### src/rtl/core/bpbb_pkg.sv
// Shared constants, register map and types of the bright pixel bounding box
package bpbb_pkg;

  localparam int DEF_MAX_WIDTH  = 4096;
  localparam int DEF_MAX_HEIGHT = 4096;
  localparam int DEF_FRAC_BITS  = 16;

  localparam int PIX_W      = 8;
  localparam int CFG_SIZE_W = 13;
  localparam int CFG_THR_W  = 8;
  localparam int CFG_AW     = 4;
  localparam int CFG_DW     = 32;
  localparam int FRAC_OUT_W = 16;
  localparam int N_EDGES    = 4;
  localparam int OUT_DATA_W = N_EDGES * FRAC_OUT_W;
  localparam int Q_DEPTH    = 2;

  localparam logic [CFG_SIZE_W-1:0] RST_WIDTH  = 13'd640;
  localparam logic [CFG_SIZE_W-1:0] RST_HEIGHT = 13'd480;
  localparam logic [CFG_THR_W-1:0]  RST_THRESH = 8'd128;

  typedef enum logic [1:0] {
    REG_WIDTH  = 2'd0,
    REG_HEIGHT = 2'd1,
    REG_THRESH = 2'd2
  } reg_idx_t;

  typedef struct packed {
    logic full;
    logic empty;
  } q_stat_t;

endpackage

### src/rtl/core/bpbb_front.sv
// Front end: pixel position tracking, threshold test and bounding box update
module bpbb_front #(
  parameter int MAX_WIDTH  = bpbb_pkg::DEF_MAX_WIDTH,
  parameter int MAX_HEIGHT = bpbb_pkg::DEF_MAX_HEIGHT,
  localparam int PWW   = $clog2(MAX_WIDTH),
  localparam int PWH   = $clog2(MAX_HEIGHT),
  localparam int SWW   = $clog2(MAX_WIDTH + 1),
  localparam int SWH   = $clog2(MAX_HEIGHT + 1),
  localparam int JOB_W = 1 + 2 * PWW + 2 * PWH + SWW + SWH
) (
  input  logic                             clk,
  input  logic                             rst_n,
  input  logic                             in_tvalid,
  output logic                             in_tready,
  input  logic [bpbb_pkg::PIX_W-1:0]       in_pixel,
  input  logic                             in_start,
  input  logic [bpbb_pkg::CFG_SIZE_W-1:0]  cfg_width,
  input  logic [bpbb_pkg::CFG_SIZE_W-1:0]  cfg_height,
  input  logic [bpbb_pkg::CFG_THR_W-1:0]   cfg_thresh,
  input  bpbb_pkg::q_stat_t                q_stat,
  output logic                             job_wr,
  output logic [JOB_W-1:0]                 job_data
);
  import bpbb_pkg::*;

  logic [PWW-1:0] col_r, col_nxt, min_c_r, min_c_nxt, max_c_r, max_c_nxt;
  logic [PWH-1:0] row_r, row_nxt, min_r_r, min_r_nxt, max_r_r, max_r_nxt;
  logic           any_r, any_nxt;

  logic [PWW-1:0] cur_col, n_min_c, n_max_c;
  logic [PWH-1:0] cur_row, n_min_r, n_max_r;
  logic           cur_any, n_any, bright, col_more, row_more, accept;
  logic [SWW-1:0] w_eff;
  logic [SWH-1:0] h_eff;

  // zero acts as one, oversize acts as the maximum
  always_comb begin
    if (cfg_width == '0) w_eff = SWW'(1);
    else if (32'(cfg_width) > 32'(MAX_WIDTH)) w_eff = SWW'(MAX_WIDTH);
    else w_eff = SWW'(cfg_width);
    if (cfg_height == '0) h_eff = SWH'(1);
    else if (32'(cfg_height) > 32'(MAX_HEIGHT)) h_eff = SWH'(MAX_HEIGHT);
    else h_eff = SWH'(cfg_height);
  end

  assign in_tready = !q_stat.full;
  assign accept    = in_tvalid && in_tready;

  assign cur_col = in_start ? '0 : col_r;
  assign cur_row = in_start ? '0 : row_r;
  assign cur_any = in_start ? 1'b0 : any_r;
  assign bright  = in_pixel > cfg_thresh;

  always_comb begin
    n_min_c = min_c_r;
    n_max_c = max_c_r;
    n_min_r = min_r_r;
    n_max_r = max_r_r;
    n_any   = cur_any;
    if (bright && !cur_any) begin
      n_min_c = cur_col;
      n_max_c = cur_col;
      n_min_r = cur_row;
      n_max_r = cur_row;
      n_any   = 1'b1;
    end else if (bright) begin
      if (cur_col < min_c_r) n_min_c = cur_col;
      if (cur_col > max_c_r) n_max_c = cur_col;
      if (cur_row < min_r_r) n_min_r = cur_row;
      if (cur_row > max_r_r) n_max_r = cur_row;
    end
  end

  assign col_more = (32'(cur_col) + 32'd1) < 32'(w_eff);
  assign row_more = (32'(cur_row) + 32'd1) < 32'(h_eff);

  assign job_wr   = accept && !col_more && !row_more;
  assign job_data = {n_any, n_min_c, n_max_c, n_min_r, n_max_r, w_eff, h_eff};

  always_comb begin
    col_nxt   = col_r;
    row_nxt   = row_r;
    min_c_nxt = min_c_r;
    max_c_nxt = max_c_r;
    min_r_nxt = min_r_r;
    max_r_nxt = max_r_r;
    any_nxt   = any_r;
    if (accept) begin
      min_c_nxt = n_min_c;
      max_c_nxt = n_max_c;
      min_r_nxt = n_min_r;
      max_r_nxt = n_max_r;
      any_nxt   = n_any;
      priority if (col_more) begin
        col_nxt = cur_col + 1'b1;
        row_nxt = cur_row;
      end else if (row_more) begin
        col_nxt = '0;
        row_nxt = cur_row + 1'b1;
      end else begin
        // frame done: box handed off, start clean
        col_nxt   = '0;
        row_nxt   = '0;
        min_c_nxt = '1;
        max_c_nxt = '0;
        min_r_nxt = '1;
        max_r_nxt = '0;
        any_nxt   = 1'b0;
      end
    end
  end

  always_ff @(posedge clk) begin
    if (!rst_n) begin
      col_r   <= '0;
      row_r   <= '0;
      min_c_r <= '1;
      max_c_r <= '0;
      min_r_r <= '1;
      max_r_r <= '0;
      any_r   <= 1'b0;
    end else begin
      col_r   <= col_nxt;
      row_r   <= row_nxt;
      min_c_r <= min_c_nxt;
      max_c_r <= max_c_nxt;
      min_r_r <= min_r_nxt;
      max_r_r <= max_r_nxt;
      any_r   <= any_nxt;
    end
  end

endmodule

### src/rtl/core/bpbb_queue.sv
// Short job queue between the front end and the divider back end
module bpbb_queue #(
  parameter int DW = 8
) (
  input  logic               clk,
  input  logic               rst_n,
  input  logic               wr_en,
  input  logic [DW-1:0]      wr_data,
  input  logic               rd_en,
  output logic [DW-1:0]      rd_data,
  output bpbb_pkg::q_stat_t  stat
);
  import bpbb_pkg::*;

  localparam int QAW = $clog2(Q_DEPTH);

  logic [DW-1:0]  mem_r [Q_DEPTH];
  logic [QAW-1:0] wp_r, wp_nxt, rp_r, rp_nxt;
  logic [QAW:0]   cnt_r, cnt_nxt;
  logic           do_wr, do_rd;

  assign stat.full  = cnt_r == (QAW+1)'(Q_DEPTH);
  assign stat.empty = cnt_r == '0;
  assign do_wr      = wr_en && !stat.full;
  assign do_rd      = rd_en && !stat.empty;
  assign rd_data    = mem_r[rp_r];

  always_comb begin
    wp_nxt  = wp_r;
    rp_nxt  = rp_r;
    cnt_nxt = cnt_r;
    if (do_wr) wp_nxt = (wp_r == QAW'(Q_DEPTH - 1)) ? '0 : wp_r + 1'b1;
    if (do_rd) rp_nxt = (rp_r == QAW'(Q_DEPTH - 1)) ? '0 : rp_r + 1'b1;
    if (do_wr && !do_rd) cnt_nxt = cnt_r + 1'b1;
    else if (do_rd && !do_wr) cnt_nxt = cnt_r - 1'b1;
  end

  always_ff @(posedge clk) begin
    if (do_wr) mem_r[wp_r] <= wr_data;
  end

  always_ff @(posedge clk) begin
    if (!rst_n) begin
      wp_r  <= '0;
      rp_r  <= '0;
      cnt_r <= '0;
    end else begin
      wp_r  <= wp_nxt;
      rp_r  <= rp_nxt;
      cnt_r <= cnt_nxt;
    end
  end

endmodule

### src/rtl/core/bpbb_back.sv
// Back end: shared radix-2 divider for the four box edges, result register
module bpbb_back #(
  parameter int MAX_WIDTH  = bpbb_pkg::DEF_MAX_WIDTH,
  parameter int MAX_HEIGHT = bpbb_pkg::DEF_MAX_HEIGHT,
  parameter int FRAC_BITS  = bpbb_pkg::DEF_FRAC_BITS,
  localparam int PWW   = $clog2(MAX_WIDTH),
  localparam int PWH   = $clog2(MAX_HEIGHT),
  localparam int SWW   = $clog2(MAX_WIDTH + 1),
  localparam int SWH   = $clog2(MAX_HEIGHT + 1),
  localparam int JOB_W = 1 + 2 * PWW + 2 * PWH + SWW + SWH
) (
  input  logic                             clk,
  input  logic                             rst_n,
  input  bpbb_pkg::q_stat_t                q_stat,
  input  logic [JOB_W-1:0]                 q_data,
  output logic                             q_rd,
  output logic                             out_tvalid,
  input  logic                             out_tready,
  output logic [bpbb_pkg::OUT_DATA_W-1:0]  out_tdata,
  output logic [0:0]                       out_tuser
);
  import bpbb_pkg::*;

  localparam int PW  = (PWW > PWH) ? PWW : PWH;
  localparam int SW  = (SWW > SWH) ? SWW : SWH;
  localparam int NW  = PW + FRAC_BITS;
  localparam int STW = $clog2(NW);

  typedef enum logic [3:0] {
    ST_IDLE = 4'b0001,
    ST_LOAD = 4'b0010,
    ST_DIV  = 4'b0100,
    ST_DONE = 4'b1000
  } back_state_t;

  typedef enum logic [1:0] {
    EDGE_LEFT   = 2'd0,
    EDGE_RIGHT  = 2'd1,
    EDGE_TOP    = 2'd2,
    EDGE_BOTTOM = 2'd3
  } edge_idx_t;

  back_state_t            state_r, state_nxt;
  edge_idx_t              k_r, k_nxt;
  logic [STW-1:0]         step_r, step_nxt;
  logic [NW-1:0]          acc_r, acc_nxt, acc_new;
  logic [SW-1:0]          rem_r, rem_nxt, rem_new;
  logic [JOB_W-1:0]       job_r, job_nxt;
  logic [FRAC_OUT_W-1:0]  frac_r [N_EDGES];
  logic [FRAC_OUT_W-1:0]  frac_nxt [N_EDGES];
  logic                   ov_r, ov_nxt;
  logic [OUT_DATA_W-1:0]  od_r, od_nxt;
  logic                   ou_r, ou_nxt;

  logic           j_any;
  logic [PWW-1:0] j_min_c, j_max_c;
  logic [PWH-1:0] j_min_r, j_max_r;
  logic [SWW-1:0] j_w;
  logic [SWH-1:0] j_h;
  logic [PW-1:0]  pos_sel;
  logic [SW-1:0]  div_sel;
  logic [SW:0]    rem_sh, rem_sub;
  logic           ge;

  assign {j_any, j_min_c, j_max_c, j_min_r, j_max_r, j_w, j_h} = job_r;

  always_comb begin
    unique case (k_r)
      EDGE_LEFT:   pos_sel = PW'(j_min_c);
      EDGE_RIGHT:  pos_sel = PW'(j_max_c);
      EDGE_TOP:    pos_sel = PW'(j_min_r);
      EDGE_BOTTOM: pos_sel = PW'(j_max_r);
      default:     pos_sel = '0;
    endcase
    div_sel = (k_r == EDGE_LEFT || k_r == EDGE_RIGHT) ? SW'(j_w) : SW'(j_h);
  end

  // one restoring step: quotient bits shift in where numerator bits leave
  assign rem_sh  = {rem_r, acc_r[NW-1]};
  assign rem_sub = rem_sh - {1'b0, div_sel};
  assign ge      = rem_sh >= {1'b0, div_sel};
  assign rem_new = ge ? rem_sub[SW-1:0] : rem_sh[SW-1:0];
  assign acc_new = {acc_r[NW-2:0], ge};

  always_comb begin
    state_nxt = state_r;
    k_nxt     = k_r;
    step_nxt  = step_r;
    acc_nxt   = acc_r;
    rem_nxt   = rem_r;
    job_nxt   = job_r;
    frac_nxt  = frac_r;
    q_rd      = 1'b0;
    ov_nxt    = ov_r && !out_tready;
    od_nxt    = od_r;
    ou_nxt    = ou_r;
    unique case (state_r)
      ST_IDLE: begin
        if (!q_stat.empty) begin
          q_rd      = 1'b1;
          job_nxt   = q_data;
          k_nxt     = EDGE_LEFT;
          state_nxt = q_data[JOB_W-1] ? ST_LOAD : ST_DONE;
        end
      end
      ST_LOAD: begin
        acc_nxt   = {pos_sel, {FRAC_BITS{1'b0}}};
        rem_nxt   = '0;
        step_nxt  = '0;
        state_nxt = ST_DIV;
      end
      ST_DIV: begin
        acc_nxt  = acc_new;
        rem_nxt  = rem_new;
        step_nxt = step_r + 1'b1;
        if (step_r == STW'(NW - 1)) begin
          frac_nxt[k_r] = FRAC_OUT_W'(acc_new);
          if (k_r == EDGE_BOTTOM) begin
            state_nxt = ST_DONE;
          end else begin
            k_nxt     = edge_idx_t'(k_r + 2'd1);
            state_nxt = ST_LOAD;
          end
        end
      end
      ST_DONE: begin
        // empty frame keeps the stored fractions
        if (!ov_r || out_tready) begin
          ov_nxt = 1'b1;
          for (int i = 0; i < N_EDGES; i++) begin
            od_nxt[i*FRAC_OUT_W +: FRAC_OUT_W] = frac_r[i];
          end
          ou_nxt    = j_any;
          state_nxt = ST_IDLE;
        end
      end
      default: state_nxt = ST_IDLE;
    endcase
  end

  always_ff @(posedge clk) begin
    acc_r  <= acc_nxt;
    rem_r  <= rem_nxt;
    step_r <= step_nxt;
    job_r  <= job_nxt;
    od_r   <= od_nxt;
    ou_r   <= ou_nxt;
  end

  always_ff @(posedge clk) begin
    if (!rst_n) begin
      state_r <= ST_IDLE;
      k_r     <= EDGE_LEFT;
      ov_r    <= 1'b0;
      for (int i = 0; i < N_EDGES; i++) frac_r[i] <= '0;
    end else begin
      state_r <= state_nxt;
      k_r     <= k_nxt;
      ov_r    <= ov_nxt;
      frac_r  <= frac_nxt;
    end
  end

  assign out_tvalid = ov_r;
  assign out_tdata  = od_r;
  assign out_tuser  = ou_r;

endmodule

### src/rtl/core/bright_pixel_bounding_box_top.sv
// Top level of the bright pixel bounding box: register file, front, queue, back
// Throughput: one pixel beat per cycle; in_tready drops only while both queue slots hold frames.
// Results: a single shared divider works out the edges in turn, one quotient bit a cycle, over
//   NW = clog2(max(MAX_WIDTH, MAX_HEIGHT)) + FRAC_BITS bits; an out_tready stall holds the result beat.
// Reset: synchronous, active low; 640 x 480, threshold 128, tracking cleared, fractions zero.
module bright_pixel_bounding_box_top #(
  parameter int MAX_WIDTH  = bpbb_pkg::DEF_MAX_WIDTH,
  parameter int MAX_HEIGHT = bpbb_pkg::DEF_MAX_HEIGHT,
  parameter int FRAC_BITS  = bpbb_pkg::DEF_FRAC_BITS
) (
  input  logic                             clk,
  input  logic                             rst_n,
  // pixel stream
  input  logic                             in_tvalid,
  output logic                             in_tready,
  input  logic [bpbb_pkg::PIX_W-1:0]       in_tdata,   // [7:0] pixel
  input  logic [0:0]                       in_tuser,   // [0] frame_start
  // result stream
  output logic                             out_tvalid,
  input  logic                             out_tready,
  // [15:0] left_frac, [31:16] right_frac, [47:32] top_frac, [63:48] bottom_frac
  output logic [bpbb_pkg::OUT_DATA_W-1:0]  out_tdata,
  output logic [0:0]                       out_tuser,  // [0] found
  // register port
  input  logic                             cfg_psel,
  input  logic                             cfg_penable,
  input  logic                             cfg_pwrite,
  input  logic [bpbb_pkg::CFG_AW-1:0]      cfg_paddr,
  input  logic [bpbb_pkg::CFG_DW-1:0]      cfg_pwdata,
  output logic [bpbb_pkg::CFG_DW-1:0]      cfg_prdata,
  output logic                             cfg_pready
);
  import bpbb_pkg::*;

  localparam int PWW   = $clog2(MAX_WIDTH);
  localparam int PWH   = $clog2(MAX_HEIGHT);
  localparam int SWW   = $clog2(MAX_WIDTH + 1);
  localparam int SWH   = $clog2(MAX_HEIGHT + 1);
  localparam int JOB_W = 1 + 2 * PWW + 2 * PWH + SWW + SWH;

  logic [CFG_SIZE_W-1:0] width_r, width_nxt, height_r, height_nxt;
  logic [CFG_THR_W-1:0]  thresh_r, thresh_nxt;
  logic                  cfg_wr;
  reg_idx_t              cfg_idx;

  q_stat_t               q_stat;
  logic                  job_wr, q_rd;
  logic [JOB_W-1:0]      job_data, q_data;

  // register map: word index from paddr[3:2], byte bits ignored
  assign cfg_pready = 1'b1;
  assign cfg_wr     = cfg_psel && cfg_penable && cfg_pwrite && cfg_pready;
  assign cfg_idx    = reg_idx_t'(cfg_paddr[3:2]);

  always_comb begin
    width_nxt  = width_r;
    height_nxt = height_r;
    thresh_nxt = thresh_r;
    if (cfg_wr) begin
      unique case (cfg_idx)
        REG_WIDTH:  width_nxt  = cfg_pwdata[CFG_SIZE_W-1:0];
        REG_HEIGHT: height_nxt = cfg_pwdata[CFG_SIZE_W-1:0];
        REG_THRESH: thresh_nxt = cfg_pwdata[CFG_THR_W-1:0];
        default: ;
      endcase
    end
  end

  always_comb begin
    unique case (cfg_idx)
      REG_WIDTH:  cfg_prdata = CFG_DW'(width_r);
      REG_HEIGHT: cfg_prdata = CFG_DW'(height_r);
      REG_THRESH: cfg_prdata = CFG_DW'(thresh_r);
      default:    cfg_prdata = '0;
    endcase
  end

  always_ff @(posedge clk) begin
    if (!rst_n) begin
      width_r  <= RST_WIDTH;
      height_r <= RST_HEIGHT;
      thresh_r <= RST_THRESH;
    end else begin
      width_r  <= width_nxt;
      height_r <= height_nxt;
      thresh_r <= thresh_nxt;
    end
  end

  // front: position, threshold, box; pushes one job per frame
  bpbb_front #(
    .MAX_WIDTH  (MAX_WIDTH),
    .MAX_HEIGHT (MAX_HEIGHT)
  ) u_front (
    .clk        (clk),
    .rst_n      (rst_n),
    .in_tvalid  (in_tvalid),
    .in_tready  (in_tready),
    .in_pixel   (in_tdata),
    .in_start   (in_tuser[0]),
    .cfg_width  (width_r),
    .cfg_height (height_r),
    .cfg_thresh (thresh_r),
    .q_stat     (q_stat),
    .job_wr     (job_wr),
    .job_data   (job_data)
  );

  // two-slot queue lets pixels keep flowing while the divider works
  bpbb_queue #(
    .DW (JOB_W)
  ) u_queue (
    .clk     (clk),
    .rst_n   (rst_n),
    .wr_en   (job_wr),
    .wr_data (job_data),
    .rd_en   (q_rd),
    .rd_data (q_data),
    .stat    (q_stat)
  );

  // back: a division for each box edge (skipped for an empty frame), then the result beat
  bpbb_back #(
    .MAX_WIDTH  (MAX_WIDTH),
    .MAX_HEIGHT (MAX_HEIGHT),
    .FRAC_BITS  (FRAC_BITS)
  ) u_back (
    .clk        (clk),
    .rst_n      (rst_n),
    .q_stat     (q_stat),
    .q_data     (q_data),
    .q_rd       (q_rd),
    .out_tvalid (out_tvalid),
    .out_tready (out_tready),
    .out_tdata  (out_tdata),
    .out_tuser  (out_tuser)
  );

endmodule

### config.mk
export PLATFORM = sky130hd
export DESIGN_NAME = bright_pixel_bounding_box_top
export DESIGN_NICKNAME = d
export VERILOG_FILES = /design/src/rtl/core/bpbb_pkg.sv /design/src/rtl/core/bpbb_front.sv /design/src/rtl/core/bpbb_queue.sv /design/src/rtl/core/bpbb_back.sv /design/src/rtl/core/bright_pixel_bounding_box_top.sv
export SDC_FILE = /design/constraint.sdc
export NUM_CORES = 1
export LEC_CHECK = 0
export CAP_MARGIN = 20
export CORE_ASPECT_RATIO = 0.9
export CORE_MARGIN = 2
export CORE_UTILIZATION = 37
export CTS_CLUSTER_DIAMETER = 40
export DETAILED_ROUTE_END_ITERATION = 12
export DONT_BUFFER_PORTS = 1
export SETUP_SLACK_MARGIN = 0.1
export SYNTH_ARGS = -nofsm -noshare
export SYNTH_HDL_FRONTEND = slang
export SYNTH_SLANG_ARGS = --single-unit
### constraint.sdc
create_clock -name clk -period 24.2 [get_ports clk]
set_input_delay 2.42 -clock clk [delete_from_list [all_inputs] [get_ports clk]]
set_output_delay 2.42 -clock clk [all_outputs]
set_load 0.1 [all_outputs]
-- Yosys cells after proc, flatten, opt, wreduce, memory -nomap -nowiden
Memory sizes are Yosys's and may differ from the RTL's. A register that Yosys moved wholly into a read port is not among the register bits.
Cells that the tools add are included.
- register bits after elaboration: 368
- bits in writable memories: 150
- input bits: 52
- output and inout port bits: 100
- logic and storage cells: 171
- memories: 1
- memory list (name ; words ; width ; rd ports ; clocked after Yosys merged registers in ; wr ports ; RTL line ; RTL):
    u_queue.mem_r ; 2 ; 75 ; 1 ; 1 ; 1 ; bpbb_queue.sv:17 ; logic [DW-1:0] mem_r [Q_DEPTH];
- add/subtract/negate cells: 11
- $lt $le $gt $ge: 12
- equality and inequality tests: 15
- mux-type cells: 65
- bitwise logic cells: 2
- reductions and logical operators: 39
- operators with widths (operator ; count):
    $mux W12 ; 25
    $mux W13 ; 6
    $bwmux W64 ; 1
    $lt A32 B13 Y1 ; 2
    $pmux W28 S2 ; 1
    $pmux W12 S4 ; 1
    $pmux W13 S3 ; 1
    $demux W16 S2 ; 1
    $add A12 B1 Y13 const B ; 2
    $gt A13 B13 Y1 const B ; 2
    $logic_not A13 Y1 ; 2
    $pmux W13 S2 ; 1
    $add A12 B1 Y12 const B ; 2
    $gt A12 B12 Y1 ; 2
    $lt A12 B12 Y1 ; 2
    $mux W4 ; 5
    $mux W16 ; 1
    $pmux W4 S4 ; 1
    $ge A14 B13 Y1 ; 1
    $mux W1 ; 14
    $sub A13 B13 Y13 ; 1
    $logic_and A1 B1 Y1 ; 12
    $reduce_and A2 Y1 ; 6
    $mux W2 ; 5
    other kinds (26) ; 47

-- Longest topological paths before layout
Gate-level depths: netlist of run 1.
- word-level depth: 12
- mapped depth: 20
- mapped depth without buffers: 18

-- Modules after synthesis
From an unflattened synthesis of run 1, not the netlist that was laid out.
- cells, all modules: 1986
- area, all modules: 23234.8 um^2
- by module, submodules not included (module ; instances ; cells an instance ; area an instance (um^2) ; seq. area each (um^2)):
    bpbb_back ; 1 ; 766 ; 9841.9 ; 7006.7
    bpbb_front ; 1 ; 767 ; 5969.5 ; 1461.4
    bpbb_queue ; 1 ; 258 ; 5656.7 ; 4604.4
    bright_pixel_bounding_box_top ; 1 ; 195 ; 1766.7 ; 680.7

-- Worst setup path after synthesis of run 1
OpenSTA, ideal clock, no wires.
- path kind: input to register
- start: input in_tuser
- end: memory u_queue.mem_r[0][0] in the netlist's numbering, enable pin
- library setup time: 0.603 ns
- arrival time: 10.269 ns
- data required time: 23.597 ns
- setup slack: 13.328 ns
- stages: 15
- buffers on the path: 2
- cell sequence: clkbuf_1 clkbuf_1 nor2b_1 ha_1 and3_1 nand2_1 nor2_1 and3_1 mux2i_1 ha_1 a21o_1 o221ai_1 a22o_1 or2_1 nor3_1
- word-level cells in the longest chain between the ends: 9
- elaborated cells on any way between the ends: 13
- classes of those cells: add/sub: 2; order compare: 2; mux: 4; reduce/logical: 5
- RTL lines (what ; RTL line ; RTL):
    start: declaration ; bright_pixel_bounding_box_top.sv:17 ; input logic [0:0] in_tuser,
    $mux W12 ; bpbb_front.sv:49 ; assign cur_col = in_start ? '0 : col_r;
    $add A12 B1 Y13 ; bpbb_front.sv:74 ; assign col_more = (32'(cur_col) + 32'd1) < 32'(w_eff);
    $lt A32 B13 Y1 ; bpbb_front.sv:74 ;
    $logic_not A1 Y1 ; bpbb_front.sv:77 ; assign job_wr = accept && !col_more && !row_more;
    $logic_and A1 B1 Y1 ; bpbb_front.sv:77 ;
    $logic_and A1 B1 Y1 * ; bpbb_front.sv:77 ;
    $logic_and A1 B1 Y1 * ; bpbb_queue.sv:24 ; assign do_wr = wr_en && !stat.full;
    $mux W1 * ; bpbb_queue.sv:39 ; if (do_wr) mem_r[wp_r] <= wr_data;
    $mux W1 (implied by the code) * ; bpbb_queue.sv:39 ;
    end: declaration ; bpbb_queue.sv:17 ;
Mark *: on every way between the ends. The rest lies on a longest branch, timed or not.

-- Final worst setup path of run 1
- start: input in_tuser
- end: memory u_queue.mem_r[1][62] in the netlist's numbering, enable pin
The elaborated chain is that of the path after synthesis.

==> results.yml, run 1 <==
run_status:
  status: "finished clean"
critical_path:
  start_kind: "primary input"
  critPathSlowestCell: "buf_4"
  worstPathMaxFanout: 49
  crit_top_cell: "and3_1"
  endpoint_kind: "flip-flop"
  critical_path_class: "primary input to flip-flop"
  crit_chain: "nor2b_1, ha_1, nand3_1, nor2_1, and3_1, and3_1, and3_1, ha_1, and2_1, and4_1, o211ai_1, o211a_1, nor2_1, and3_4, buf_4"
  cp.required_ns: 24.40
  cpPeakStageDelay_ns: 0.67
  crit_arrival_ns: 6.96
place:
  place_hpwl_um: 35200
  place.gp.congestion: 0.836
  io_buffers: 0
power_and_ir_drop:
  power_density_nw_per_um2: 91.5
  combPwrFrac: 0.100
  power.switching_w: 0.000651
  ir_worst_vdd_uv: 64.8
  p_int_w: 0.00176
  swShare: 0.270
  pwr-share-seq: 0.455
  p_clk_frac: 0.445
  leakage_nw: 9.47
run:
  drv_cap: 0
cts:
  cts_buffers: 72
  hold_buffers: 0
  clk_path_buf_depth: 3
  cts_tree: "yes"
  cts.clk_slew.worst_paths_ns: 0.06
  cts_sinks: 519
  insertion_delay_ns: 0.61
  cts.repair.resized: 0
  htree_levels: 3
  clockRootBuffer: "clkbuf_16"
  post_cts_buffers: 0
cells_and_area:
  finish.utilization: 0.430
  drive_gt1_frac: 0.142
  final_common_cell: "edfxtp_1"
  area_growth_pct: 14.6
  nFillCells: 5653
  nNetsFinal: 2110
  final_cell_mix: "336 x edfxtp_1, 304 x nand2_1, 182 x dfxtp_1, 100 x mux2_2, 99 x ha_1"
logic_synthesis:
  syn-instance-count: 1958
  async_flop_share: 0
  synth.ff_latch_count: 519
  synthesis.area_um2: 23000
  synth-edff-count: 336
  synth.distinct_cells: 71
  ys_dominant_reg_cell: "edfxtp_1"
  synth_sequential_area_ratio: 0.598
  postSynthAreaPerCell_um2: 11.7
  yosysWarningCount: 0
die:
  coreArea_um2: 61300
  fp.dieH_um: 241
  rows: 86
  die_area_um2: 64200
  start_util: 0.375
  ios: 152
  dieWidth_um: 267
routing:
  wl_um: 52600
  drc: 0
  routed-via-count: 14660
  drt_iter0_drc: 1078
  wl_per_cell_um: 18.7
  detailedRoute.firstPassIterationCount: 6
  antenna_left: 0
  vias_per_cell: 5.22
sta:
  setup_viol_count_final: 0
  min_period_ns: 6.76
  holdWs_ns: 0.417
  finalHoldViolCount: 0
  max_slew.worst_pin.slew_ns: 1.17
  rsz0062_at_grt: "false"
  fin_setup_tns_ns: 0
  relSlewSlack: 0.219
  drv_slew: 0
  fmax_ghz: 0.148
  fin_skew_ns: 0.0332
  period_share: 0.279
global_route:
  grt_pass1_wl_um: 82200
  grt_usage: 0.164
  grt_max_degree: 166
  overflow: 0
  grt_pass1_vias: 14625
  antenna_found_initial: 1
min_path:
  hold_class: "flip-flop to flip-flop"
sequential cells by signal (all words and copies together) (netlist names), 8 cells and up, named ones only:
signal            count
u_queue.mem_r       150
u_back.job_r         75
u_back.frac_r        64
u_back.out_tdata     64
u_back.acc_r         28
height_r             13
u_back.rem_r         13
width_r              13
u_front.col_r        12
u_front.max_c_r      12
u_front.max_r_r      12
u_front.min_c_r      12
u_front.min_r_r      12
u_front.row_r        12
thresh_r              8
final timing paths:
| kind | slack (ns) | cells past startpoint | to | startpoint |
|---|---|---|---|---|
| worst min-delay path | 0.42 | 0 | u_back.out_tdata[38]$_DFFE_PP_ | u_back.frac_r[22]$_SDFFE_PN0P_ |
| worst max-delay path | 17.44 | 15 | u_queue.mem_r[1][62]$_DFFE_PP_ | in_tuser |
| worst max register to register | 18.87 | 15 | u_queue.mem_r[1][62]$_DFFE_PP_ | u_front.col_r[1]$_SDFFE_PN0P_ |
| worst min register to register | 0.42 | 0 | u_back.out_tdata[38]$_DFFE_PP_ | u_back.frac_r[22]$_SDFFE_PN0P_ |
metrics by stage:
stage | total power [W] | area (um^2) | std cells | setup WS, ns
3_5_place_dp | 0.00135 | 23800 | 2674 | 16.89
3_3_place_gp | 0.00135 | 23800 | 2671 | 16.98
4_1_cts | 0.00243 | 26300 | 2808 | 17.48
2_1_floorplan | 0.00130 | 23100 | 1976 | 13.33
5_1_grt | 0.00250 | 26400 | 2811 | 17.08
6_report | 0.00241 | 26400 | 2811 | 17.44
layout make-up:
type	count	area (um^2)	area share
repair buffers	28	253	0.00958
clock inverters	47	527	0.0200
flip-flops and latches	519	13800	0.522
clock buffers	87	1990	0.0756
diodes	1	2.50	0.0000949
well taps	792	991	0.0376
inverters	98	368	0.0140
multi-input cells	1239	8480	0.322
power by group through the flow:
stage	clock [W]	combinational (W)	sequential, W
floorplan	0	0.000193	0.00110
global placement	0	0.000222	0.00112
detailed placement	0	0.000230	0.00113
CTS	0.00109	0.000231	0.00111
global route	0.00113	0.000267	0.00110
finish	0.00107	0.000241	0.00110
worst max-delay path: cells and delay by family:
kind            cells  cell delay, ns
buf+inv             1            0.67
simple gates       10            2.71
fa+ha+maj           2            0.44
compound gates      2            0.65
cells by family (layout without fill, tap and decap cells):
kind of cell / after synthesis / count (layout) / synth area share
XOR/XNOR: 30 / 30 / 0.0114
buffers and inverters: 218 / 260 / 0.0404
multiplexers: 156 / 156 / 0.0734
AND/OR/NAND/NOR: 587 / 587 / 0.117
other: 2 / 21 / 0.000326
flip-flops: 519 / 519 / 0.598
AO/OA/AOI/OAI: 346 / 346 / 0.105
adder cells (fa/ha/maj): 100 / 100 / 0.0547
cell usage after synthesis (12+ instances only):
| cell | count | area [um^2] |
|---|---|---|
| xor2_1 | 18 | 158 |
| nand4_1 | 17 | 106 |
| a32o_1 | 24 | 240 |
| xnor2_1 | 12 | 105 |
| nand2_1 | 304 | 1140 |
| mux2i_1 | 55 | 551 |
| clkbuf_1 | 82 | 308 |
| and2_1 | 31 | 194 |
| edfxtp_1 | 336 | 10100 |
| dfxtp_1 | 183 | 3660 |
| mux2_2 | 100 | 1130 |
| buf_4 | 21 | 158 |
| nor2b_1 | 50 | 313 |
| a21oi_1 | 45 | 225 |
| and3_1 | 17 | 106 |
| inv_1 | 96 | 360 |
| o21ai_0 | 80 | 400 |
| nor2_1 | 80 | 300 |
| a222oi_1 | 12 | 120 |
| o211ai_1 | 30 | 225 |
| a21boi_0 | 94 | 706 |
| ha_1 | 99 | 1240 |
| nor3_1 | 18 | 90.1 |
| nand3_1 | 29 | 145 |
routing by layer:
| metal | routed length (um) | part of all wire | up-vias | GRT usage |
|---|---|---|---|---|
| met3 | 2400 | 0.046 | 88 | 0.0304 |
| met2 | 25100 | 0.48 | 335 | 0.271 |
| met5 | 0 | 0 | - | 0 |
| met1 | 23900 | 0.45 | 7222 | 0.219 |
| li1 | - | - | 7015 | - |
| met4 | 1210 | 0.023 | 0 | 0.0526 |
Power figures use the tool's default switching activity.
==> run 2: changes to the inputs <==
- ABC_AREA: unset -> 1
- clock period: 24.2 -> 7 ns (I/O delays scaled with it)
==> results.yml, run 2 <==
sta:
  period_share: 0.704
  max_slew.worst_pin.slew_ns: 1.21
  drv_slew: 0
  fmax_ghz: 0.203
  fin_setup_tns_ns: 0
  finalHoldViolCount: 0
  fin_skew_ns: 0.0595
  min_period_ns: 4.93
  setup_viol_count_final: 0
  relSlewSlack: 0.198
  rsz0062_at_grt: "false"
  setup_ws_ns: 2.07
cts:
  hold_buffers: 0
  clockRootBuffer: "clkbuf_16"
  cts.repair.resized: 0
  cts_tree: "yes"
  clk_path_buf_depth: 3
  insertion_delay_ns: 0.66
  htree_levels: 2
  post_cts_buffers: 0
  cts_buffers: 61
  cts_sinks: 519
  cts.clk_slew.worst_paths_ns: 0.06
logic_synthesis:
  yosysMostFrequentCell: "nand2_1"
  synth.area.top_cells: "edfxtp_1 44%, dfxtp_1 16%, nand2_1 5.7%"
  synthesis.area_um2: 22700
  synth.distinct_cells: 48
  ys_dominant_reg_cell: "edfxtp_1"
  postSynthAreaPerCell_um2: 10.5
  synth_largest_area_cell: "edfxtp_1"
  yosysWarningCount: 0
  synth.ff_latch_count: 519
  synth-edff-count: 336
  synth_sequential_area_ratio: 0.605
  yosys-top-cells-count: "346 x nand2_1, 336 x edfxtp_1, 229 x a21oi_1, 229 x inv_1, 183 x dfxtp_1"
  syn-instance-count: 2171
  async_flop_share: 0
  synth_top_area_frac: 0.444
global_route:
  met3_usage: 0.0288
  overflow: 0
  met2_usage: 0.259
  grt_usage: 0.164
  grt.met1_usage: 0.232
  grt_max_degree: 105
  antenna_found_initial: 0
  grt_pass1_vias: 14856
  busiest_layer: "met2"
  grt_pass1_wl_um: 82300
routing:
  antenna_left: 0
  vias_per_cell: 5.08
  drc: 0
  wl_um: 51900
  drt_iter0_drc: 1317
  wl_per_cell_um: 17.2
  detailedRoute.firstPassIterationCount: 5
  routed-via-count: 15318
cells_and_area:
  regArea_um2: 13800
  regMostFlops: "u_queue.mem_r"
  area_growth_pct: 13.6
  multi_input_area_um2: 7760
  diodes: 0
  nNetsFinal: 2321
  final_common_cell: "nand2_1"
  drive_gt1_frac: 0.114
  nFillCells: 5678
  largest_reg_flops: 150
  final_cell_mix: "344 x nand2_1, 336 x edfxtp_1, 228 x inv_1, 227 x a21oi_1, 182 x dfxtp_1"
  reg_top3: "u_queue.mem_r (150), u_back.job_r (75)"
min_path:
  hold_class: "primary input to flip-flop"
  whs_path_depth: 1
place:
  place_hpwl_um: 34800
  dp_slack_ns: 1.74
  place.gp.congestion: 0.892
  io_buffers: 0
critical_path:
  cp.required_ns: 7.48
  crit_chain: "inv_1, ha_1, nor2_1, mux2_2, ha_1, fa_1, o21ai_0, nand3_1, nand2_1, nand3_1, nand3_1, o21ai_0, a21oi_1"
  crit_arrival_ns: 5.41
  endpoint_kind: "flip-flop"
  crit_cells: 13
  cpLargestDelayFamily: "simple AND/OR/NAND/NOR gates"
  r2r_cells: 13
  start_kind: "flip-flop"
  worstPathMaxFanout: 28
  critPathSlowestCell: "nor2_1"
  cpPeakStageDelay_ns: 0.80
  crit_top_cell: "nand3_1"
  critical_path_class: "flip-flop to flip-flop"
  crit_buf_inv: 1
die:
  rows: 86
  ios: 152
  coreArea_um2: 61000
  fp.dieH_um: 239
  dieWidth_um: 265
  start_util: 0.373
  die_area_um2: 63500
power_and_ir_drop:
  power_density_nw_per_um2: 335
  ir_worst_vdd_uv: 204
  leakage_nw: 9.71
  p_total_w: 0.00865
run:
  drv_cap: 0
run_status:
  status: "finished clean"
==> run 2: cell count changes after synthesis, sizes merged, moves of 51 or more <==
cell / change
inv: +136
o21ai: +110
a21boi: -97
nor2: +74
a21oi: +185
nor2b: -51
==> run 2: power breakdown <==
group          switching (W)  internal, W  leakage, nW
logic                0.00100     0.000511         4.18
registers           0.000353      0.00363         4.51
clock network        0.00137      0.00180         1.02
==> run 2: path summary, 6_finish.rpt <==
path                                        from                              to  slack (ns)
setup / recovery      u_back.k_r[1]$_SDFFE_PN0P_   u_back.rem_r[9]$_SDFFCE_PN0P_        2.07
hold / removal                             rst_n        height_r[8]$_SDFFE_PN1P_        0.21
setup reg to reg      u_back.k_r[1]$_SDFFE_PN0P_   u_back.rem_r[9]$_SDFFCE_PN0P_        2.07
hold reg to reg   u_back.frac_r[63]$_SDFFE_PN0P_  u_back.out_tdata[15]$_DFFE_PP_        0.40
==> run 2: cells by family after synthesis <==
group	count (synthesis)	synth area share
compound gates	500	0.120
xor+xnor	25	0.00963
fa+ha+maj	100	0.0554
buf+inv	348	0.0627
flops	519	0.605
mux	86	0.0420
other cells	2	0.000330
simple gates	591	0.106
==> run 2: worst reg2reg max path, delay by kind of cell, from the launching register on <==
| kind | cells | cell delay (ns) |
|---|---|---|
| adder cells (fa/ha/maj) | 3 | 1.11 |
| AO/OA/AOI/OAI | 3 | 0.92 |
| flip-flops | 1 | 0.37 |
| buffers and inverters | 1 | 0.09 |
| multiplexers | 1 | 0.43 |
| AND/OR/NAND/NOR | 5 | 1.89 |
==> run 2: through the flow <==
step | hold WS [ns] | std cells | util | cell area (um^2)
6_report | 0.208 | 3013 | 0.423 | 25800
5_1_grt | 0.183 | 3013 | 0.423 | 25800
4_1_cts | 0.141 | 3010 | 0.423 | 25800
3_5_place_dp | 0.408 | 2895 | 0.388 | 23700
3_3_place_gp | 0.410 | 2886 | 0.386 | 23500
2_1_floorplan | 0.400 | 2189 | - | 22800
==> run 2: cell type report <==
| class | instances | area share |
|---|---|---|
| clock buffer | 75 | 0.0651 |
| clock inverter | 40 | 0.0158 |
| inverter | 237 | 0.0344 |
| multi-input combinational | 1322 | 0.300 |
| sequential | 519 | 0.533 |
| tap | 792 | 0.0384 |
| timing repair buffer | 28 | 0.0135 |
==> run 2: routing by layer <==
| layer | part of all wire | vias to the layer above |
|---|---|---|
| li1 | - | 7458 |
| met1 | 0.47 | 7346 |
| met2 | 0.45 | 425 |
| met3 | 0.058 | 89 |
| met4 | 0.019 | 0 |
| met5 | 0 | - |
==> run 3: changes to the inputs <==
- clock period: 7 -> 5.1 ns (I/O delays scaled with it)
==> results.yml, run 3 (synthesized netlist as in run 2, its figures left out) <==
power_and_ir_drop:
  power_density_nw_per_um2: 457
  leakage_nw: 9.72
  ir_worst_vdd_uv: 280
  p_total_w: 0.0118
sta:
  min_period_ns: 4.32
  drv_slew: 0
  max_slew.worst_pin.slew_ns: 1.19
  fin_setup_tns_ns: 0
  period_share: 0.847
  fin_skew_ns: 0.0210
  rsz0062_at_grt: "false"
  setup_viol_count_final: 0
  relSlewSlack: 0.210
  setup_ws_ns: 0.779
  holdWs_ns: 0.0314
  fmax_ghz: 0.231
  finalHoldViolCount: 0
cells_and_area:
  area_growth_pct: 13.8
  nFillCells: 5604
  final_cell_mix: "344 x nand2_1, 336 x edfxtp_1, 228 x inv_1, 227 x a21oi_1, 182 x dfxtp_1"
  multi_input_area_um2: 7760
  regArea_um2: 13800
  reg_top3: "u_queue.mem_r (150), u_back.job_r (75)"
  nNetsFinal: 2327
  diodes: 0
  final_common_cell: "nand2_1"
  regMostFlops: "u_queue.mem_r"
  drive_gt1_frac: 0.114
  largest_reg_flops: 150
die:
  ios: 152
  dieWidth_um: 265
  die_area_um2: 63500
  start_util: 0.373
  coreArea_um2: 61000
  fp.dieH_um: 239
  rows: 86
critical_path:
  crit_arrival_ns: 4.56
  crit_top_cell: "inv_1"
  cpPeakStageDelay_ns: 0.43
  reg2reg_from: "u_front.col_r[0]$_SDFFE_PN0P_"
  endpoint_kind: "flip-flop"
  r2r_cells: 21
  worstPathMaxFanout: 35
  cp.required_ns: 5.34
  critPathSlowestCell: "buf_4"
  critical_path_class: "flip-flop to flip-flop"
  start_kind: "flip-flop"
  crit_chain: "inv_1, nor2_1, buf_4, ha_1, inv_1, nor3_1, nand3_1, inv_2, nand4_1, nor2_1, xor2_1, ha_1, nand2_1, nor3b_1, nand2_2, nand2_4, nand3_2, inv_1, nand2_1, clkinvlp_4, buf_4"
  reg2reg_to: "u_queue.mem_r[1][4]$_DFFE_PP_"
  r2r_slack_ns: 0.78
cts:
  cts.repair.resized: 0
  clockRootBuffer: "clkbuf_16"
  cts_tree: "yes"
  htree_levels: 2
  cts.clk_slew.worst_paths_ns: 0.06
  cts_sinks: 519
  clk_path_buf_depth: 3
  insertion_delay_ns: 0.62
  cts_buffers: 59
global_route:
  grt_usage: 0.165
  grt_pass1_wl_um: 82700
  overflow: 0
  grt_pass1_vias: 14977
  grt_max_degree: 100
  antenna_found_initial: 3
run:
  drv_cap: 0
place:
  io_buffers: 0
  place_hpwl_um: 35000
  dp_slack_ns: 0.643
  place.gp.congestion: 0.912
min_path:
  whs_path_depth: 2
  min_to: "width_r[7]$_SDFFE_PN1P_"
  hold_start: "cfg_pwdata[7]"
  hold_class: "primary input to flip-flop"
routing:
  met1Wirelength_um: 25000
  top_layer_used: "met5"
  vias_per_cell: 5.09
  wl_um: 52600
  antenna_left: 0
  detailedRoute.firstPassIterationCount: 5
  wl_met2_um: 23000
  wl_met3_um: 3350
  drt_iter0_drc: 1417
  drc: 0
  wl_per_cell_um: 17.4
  routed-via-count: 15362
run_status:
  status: "finished clean"
## run 3: cell type report
cell class | count | area share
flip-flops and latches | 519 | 0.531
multi-input cells | 1322 | 0.300
clock buffers | 76 | 0.0643
well taps | 792 | 0.0383
inverters | 237 | 0.0345
repair buffers | 36 | 0.0173
clock inverters | 36 | 0.0145
## run 3: metal layers
layer / vias to the layer above / global-route usage
li1: 7472 / -
met1: 7346 / 0.236
met2: 459 / 0.254
met3: 83 / 0.0304
met4: 2 / 0.0514
met5: - / 0
## run 3: per-stage QoR
| step | utilization | cells | area [um^2] |
|---|---|---|---|
| after CTS | 0.424 | 3016 | 25800 |
| after global routing | 0.424 | 3018 | 25900 |
| final | 0.424 | 3018 | 25900 |
| after detailed placement | 0.390 | 2903 | 23800 |
| after global placement | 0.387 | 2895 | 23600 |
| after floorplan | - | 2189 | 22800 |
## run 3: power by group
| group | internal [W] | switching, W |
|---|---|---|
| combinational | 0.000696 | 0.00138 |
| sequential | 0.00498 | 0.000461 |
| clock | 0.00251 | 0.00181 |
| total | 0.00819 | 0.00365 |
## run 3: repair_timing
action / 4_1_cts / 5_1_grt
hold buffers: 1 / 0
hold endpoints to repair: 6 / 0
buffers inserted: 0 / 0
## run 3: how the worst max path moves through the flow
stage,cells past startpoint,end,slack [ns],start
floorplan,20,u_queue.mem_r[1][0]$_DFFE_PP_,0.32,in_tuser
global placement,20,u_queue.mem_r[1][6]$_DFFE_PP_,0.64,in_tuser
detailed placement,20,u_queue.mem_r[1][6]$_DFFE_PP_,0.64,in_tuser
CTS,21,u_queue.mem_r[1][4]$_DFFE_PP_,0.76,u_front.col_r[0]$_SDFFE_PN0P_
global route,21,u_queue.mem_r[1][4]$_DFFE_PP_,0.39,u_front.col_r[1]$_SDFFE_PN0P_
finish,21,u_queue.mem_r[1][4]$_DFFE_PP_,0.78,u_front.col_r[0]$_SDFFE_PN0P_
## run 3: critical path, delay by kind of cell, from the launching register on
kind / cells / cell delay (ns)
xor+xnor: 1 / 0.10
simple gates: 11 / 1.95
fa+ha+maj: 2 / 0.42
flops: 1 / 0.33
buf+inv: 7 / 1.08
